File: config.mk
export PLATFORM = sky130hd
export DESIGN_NAME = qte_sqrt_cell
export DESIGN_NICKNAME = d
export VERILOG_FILES = /design/src/rtl/qte_pkg.sv /design/src/rtl/qte_sqrt_cell.sv
export SDC_FILE = /design/constraint.sdc
export NUM_CORES = 1
export LEC_CHECK = 0
export ABC_AREA = 1
export BUFFER_PORTS_ARGS = -buffer_cell sky130_fd_sc_hd__buf_2
export CORE_AREA = 2 2 229 231
export CTS_CLUSTER_SIZE = 40
export DETAILED_ROUTE_END_ITERATION = 16
export DIE_AREA = 0 0 231 233
export GPL_TIMING_DRIVEN = 1
export HOLD_SLACK_MARGIN = 0.12
export PLACE_DENSITY_LB_ADDON = 0.15
export SKIP_CTS_REPAIR_TIMING = 1
export SLEW_MARGIN = 5
export SYNTH_ARGS = -nofsm -noshare
export SYNTH_HDL_FRONTEND = slang
export SYNTH_SLANG_ARGS = --single-unit
export TNS_END_PERCENT = 100
File: constraint.sdc
create_clock -name clk -period 2 [get_ports clk]
set_input_delay 0.2 -clock clk [delete_from_list [all_inputs] [get_ports clk]]
set_output_delay 0.2 -clock clk [all_outputs]
set_load 0.05 [all_outputs]
File: src/rtl/qte_pkg.sv
package qte_pkg;

	localparam int OP_W  = 34;
	localparam int XY_W  = 38;
	localparam int ACC_W = 26;
	localparam int SQ_W  = 63;
	localparam int SQRT_STEPS = 32;
	localparam int TAB_LEN = 30;

	localparam logic signed [ACC_W-1:0] ANG_90 = 26'sd5898240;
	localparam logic [30:0] LOCK_RESET = 31'd1073741717;
	localparam logic signed [16:0] LIM_180 = 17'sd23040;
	localparam logic signed [16:0] LIM_90 = 17'sd11520;

	typedef struct packed {
		logic                   valid;
		logic [SQ_W-1:0]        n;
		logic [SQ_W-1:0]        root;
		logic signed [31:0]     s;
		logic signed [OP_W-1:0] yn;
		logic signed [OP_W-1:0] yd;
		logic signed [OP_W-1:0] zn;
		logic signed [OP_W-1:0] zd;
		logic                   locked;
		logic                   pos;
	} sq_word_t;

	typedef struct packed {
		logic signed [XY_W-1:0]  x;
		logic signed [XY_W-1:0]  y;
		logic signed [ACC_W-1:0] acc;
		logic                    zero;
	} lane_t;

	typedef struct packed {
		logic       valid;
		lane_t [2:0] lane;
		logic       locked;
		logic       pos;
	} cw_word_t;

	// atan(2^-i) in 1/65536 degree, rounded to nearest
	function automatic logic signed [ACC_W-1:0] atan_tab(input int i);
		logic signed [ACC_W-1:0] r;
		unique case (i)
			0: r = 26'sd2949120;
			1: r = 26'sd1740967;
			2: r = 26'sd919879;
			3: r = 26'sd466945;
			4: r = 26'sd234379;
			5: r = 26'sd117304;
			6: r = 26'sd58666;
			7: r = 26'sd29335;
			8: r = 26'sd14668;
			9: r = 26'sd7334;
			10: r = 26'sd3667;
			11: r = 26'sd1833;
			12: r = 26'sd917;
			13: r = 26'sd458;
			14: r = 26'sd229;
			15: r = 26'sd115;
			16: r = 26'sd57;
			17: r = 26'sd29;
			18: r = 26'sd14;
			19: r = 26'sd7;
			20: r = 26'sd4;
			21: r = 26'sd2;
			22: r = 26'sd1;
			default: r = '0;
		endcase
		return r;
	endfunction

	function automatic logic signed [16:0] sat17(input logic signed [16:0] v,
		input logic signed [16:0] lim);
		logic signed [16:0] r;
		if (v > lim) r = lim;
		else if (v < -lim) r = -lim;
		else r = v;
		return r;
	endfunction

endpackage

File: src/rtl/qte_sqrt_cell.sv
module qte_sqrt_cell #(
	parameter int K = 0
) (
	input  logic             clk,
	input  logic             arst_n,
	input  logic             en,
	input  qte_pkg::sq_word_t d,
	output qte_pkg::sq_word_t q
);
	import qte_pkg::*;

	localparam logic [SQ_W-1:0] BIT = SQ_W'(1) << (62 - 2 * K);

	sq_word_t nxt;
	logic [SQ_W-1:0] trial;

	always_comb begin
		nxt = d;
		trial = d.root + BIT;
		if (d.n >= trial) begin
			nxt.n = d.n - trial;
			nxt.root = (d.root >> 1) + BIT;
		end else begin
			nxt.root = d.root >> 1;
		end
	end

	always_ff @(posedge clk or negedge arst_n) begin
		if (!arst_n) begin
			q.valid <= 1'b0;
		end else if (en) begin
			q <= nxt;
		end
	end

endmodule

### Word-level counts from Yosys, hierarchy flattened

Cells that the tools add are included.

| storage, ports and cells | value |
|---|---|
| flip-flop bits (word level) | 297 |
| input port bits | 300 |
| output and inout port bits | 297 |
| word-level logic and storage cells | 18 |

| operators by class | value |
|---|---|
| add/sub/neg operators | 3 |
| $lt $le $gt $ge | 1 |
| muxes and demuxes | 2 |
| reduce and logical (&&, ||, !) cells | 1 |

Operators with widths:

| cell | number |
|---|---|
| adder 62 x 63 -> 63 bit (second input constant) | 1 |
| adder 63 bit (second input constant) | 1 |
| >= comparator 63 bit | 1 |
| two-way mux 63 bit | 1 |
| subtractor 63 bit | 1 |
| two-way mux 62 bit | 1 |
| AND reduction 2 bit | 1 |

### Longest topological paths before layout

| logic depth | value |
|---|---|
| depth in word-level cells | 3 |
| gate-level depth with buffers | 18 |

### Worst setup path after synthesis

Ideal clock, no wire load.

| path | value |
|---|---|
| path kind | input port to flip-flop |
| from | in arst_n |
| to | reg q[0] in the netlist's numbering (enable) |
| arrival time | 5906 ps |
| data required time | 1354 ps |
| path slack | -4552 ps |
| stages | 2 |
| buffers on the path | 0 |
| cells stage by stage | nand2_1 -> inv_1 |

| on the way | value |
|---|---|
| longest elaborated chain between the ends | 1 |

Ends and longest elaborated chain:

| what | RTL line | source |
|---|---|---|
| from (decl) | qte_sqrt_cell.sv:5 | `input logic arst_n,` |
| AND reduction 2 bit (no source line) | n/a |  |
| to (signal assigned) | qte_sqrt_cell.sv:32 | `q <= nxt;` |
| to (decl) | qte_sqrt_cell.sv:8 | `output qte_pkg::sq_word_t q` |

Every way passes these cells.
A chain may end at the register's enable or synchronous reset.

==> results.cfg <==
[floorplan]
die_w_um = 231
ios = 597
die_area_um2 = 53800
initial_core_util_pct = 31.6
core_um2 = 51100
row_count = 83
die_h_um = 233

[global_route]
grt_usage_pct = 26.0
grt_pass1_wl_um = 102000
grt_pass1_vias = 15900
grt_max_degree = 72
overflow = 0
antenna_found_initial = 9

[worst_setup_path]
reg2regPathDepth = 2
cp.arrival_ns = 2.17
critPathMaxStageDelay_ns = 0.37
r2r_setup_slack_ns = 0.68
critical_path_class = in2reg
worstPathCellList = buf_2, inv_1, ha_1, nand2_1, nand2_1, nand2_1, nand2_1, nand2_1, nand2_1, inv_1, nand2_1, inv_1, nand2_2, nand2_1, nand3_2, buf_4, clkbuf_16, nand3_2, nand2_1
worstPathMaxFanout = 16
cp_common_cell = nand2_1
r2r-start = q[296]$_DFFE_PN0P_
end_kind = register
critPathLaunchType = primary input
worstReg2RegEnd = q[296]$_DFFE_PN0P_
slowest_stage = ha_1
crit_required_ns = 2.29

[sta]
slew_headroom_pct = 74.0
tns_ns = 0
drv_slew = 0
hold_viol_final = 0
hold_ws_ns = 0.102
max_freq_mhz = 530
fin_crit_sh_pct = 94.3
worst_pin_slew_ns = 0.389
setup_viol = 0
min_period_ns = 1.89
final.setup_skew_ns = 0

[drt]
drt_wl_total_um = 75400
drtIter0Drc = 889
viasPerCell = 4.42
via_count = 16900
first_pass_iters = 7
wl_per_cell_um = 19.7
drc = 0
drtAntennaViolNets = 0

[hold_path]
hold_start = d[272]
hold_path.class = in2reg
min_path_cells = 4
worstHoldEndpoint = q[272]$_DFFE_PP_

[logic_synthesis]
synth_nets = 2231
seq_area_frac_synth_pct = 55.2
syn-instance-count = 1866
ys_types = 34
synth-edff-count = 296
netlist_area_um2 = 16100
yosysWarnings = 0
syn_avg_cell_area_um2 = 8.65
ys_ff_latch = 297
synth_ff_type = edfxtp_1
synthArstFlopShare_pct = 0.337

[placed_design]
dp.cells = 3473
gp_congestion = 0.943
portBuffers = 596
dp_hpwl_um = 60400

[clock_network]
htreeDepth = 2
clock_latency_ns = 0.54
cts.clk_slew.worst_paths_ns = 0.06
cts_tree = yes
root_buffer = clkbuf_16
cts.sinks = 297
cts_buffers = 35
cts.path.max_buffers = 3

[layout]
largest_register_ffs = 297
layout-drive-gt1-share_pct = 35.2
multiInputGateArea_um2 = 5900
largest-register = q
seq_area_um2 = 8910
final-instance-count-excl-fill = 3832
fin_nets = 3489
nFillCells = 4855
syn_to_final_growth_pct = 67.2
reg.largest.list = q x297

[power_and_ir_drop]
peakVddDrop_mv = 0.519
power.leakage_nw = 13.8
power_density_nw_per_um2 = 741

[status]
status = complete, no violations

[run]
max_cap_violations = 0
-- report_power, final --
| group | total [mW] | internal, mW | switching [mW] |
|---|---|---|---|
| registers | 7.57 | 7.42 | 0.154 |
| clock network | 6.07 | 3.46 | 2.60 |
| logic | 6.36 | 2.30 | 4.05 |
| total | 20.0 | 13.2 | 6.81 |
-- logic make-up after synthesis --
logic type                 synth area share [%]
xor gates and xnor gates                   1.63
adders and majority gates                  5.09
muxes                                    0.0698
buffers and inverters                      10.2
AOI/OAI and AO/OA                          1.42
and+or+nand+nor                            26.4
DFF                                        55.2
-- how the worst max path moves through the flow --
stage	from	to	slack, ns	cells after the start
6_report	d[194]	q[285]$_DFFE_PP_	0.11	19
5_1_grt	d[190]	q[285]$_DFFE_PP_	-0.004	19
4_1_cts	d[192]	q[294]$_DFFE_PP_	0.02	15
3_5_place_dp	d[192]	q[294]$_DFFE_PP_	-0.55	15
3_3_place_gp	d[185]	q[289]$_DFFE_PP_	-0.56	15
2_1_floorplan	arst_n	q[0]$_DFFE_PP_	-3.06	2
-- cell usage after synthesis, types with 2 or more instances --
master    number  area, um^2
nor2_1       103         387
buf_2         12        60.1
a21oi_1       37         185
nor3_1        12        60.1
buf_12         2        40.0
nor2_2        11        68.8
nand4_1       17         106
nor4_1         3        18.8
xor2_1        30         263
o21ai_0        3        15.0
and3_1         2        12.5
and2_1         5        31.3
nand3b_1       2        15.0
nand3_2       19         190
nand3_1      135         676
nand2_1      687        2580
inv_2          4        15.0
edfxtp_1     296        8890
ha_1          64         801
buf_6          4        45.0
nor2_4         2        22.5
inv_1        393        1480
nand2_2       12        75.1
-- metrics by stage --
| stage | total power, mW | cell area [um^2] | setup slack (ns) | util (%) |
|---|---|---|---|---|
| after floorplan | 11.0 | 16200 | -3.06 | - |
| after global placement | 13.5 | 22700 | -0.565 | 44.3 |
| after detailed placement | 13.5 | 22700 | -0.552 | 44.3 |
| after CTS | 19.6 | 23700 | 0.0169 | 46.4 |
| after global routing | 20.9 | 27000 | -0.00364 | 52.8 |
| final | 20.0 | 27000 | 0.115 | 52.8 |
-- worst max-delay path: cells and delay by family --
kind / cells / cell delay (ns)
adder cells (fa/ha/maj): 1 / 0.37
buffers and inverters: 6 / 0.68
AND/OR/NAND/NOR: 12 / 0.91
-- layer usage --
layer	part of all wire, %	GRT usage, %
met2	50	46.6
met4	2.3	5.30
met5	0.021	0
met1	42	32.8
met3	5.6	4.41
-- layout by cell type, fill, tap and decap left out, types with 6 or more instances in the layout --
master	instances
ha_1	48
clkinv_1	8
ha_4	11
inv_1	392
nor3_1	9
nand3_2	25
buf_12	14
nor2_1	90
nand2_1	673
nand4_1	17
a21oi_1	34
buf_2	596
nand3_1	129
clkbuf_16	36
nand2_2	25
dlygate4sd3_1	292
edfxtp_1	296
xor2_1	30
buf_4	337
clkinv_2	6
nor2_2	21
-- final cells by class --
class                   instances  share of cell area [%]
clock inverters                19                   0.529
well taps                     680                    3.15
diodes                          4                  0.0371
multi-input cells            1152                    21.8
inverters                     398                    5.55
clock buffers                  42                    3.45
flip-flops and latches        297                    33.0
repair buffers               1240                    32.4
Note: power is estimated with default switching activity, not from simulation.
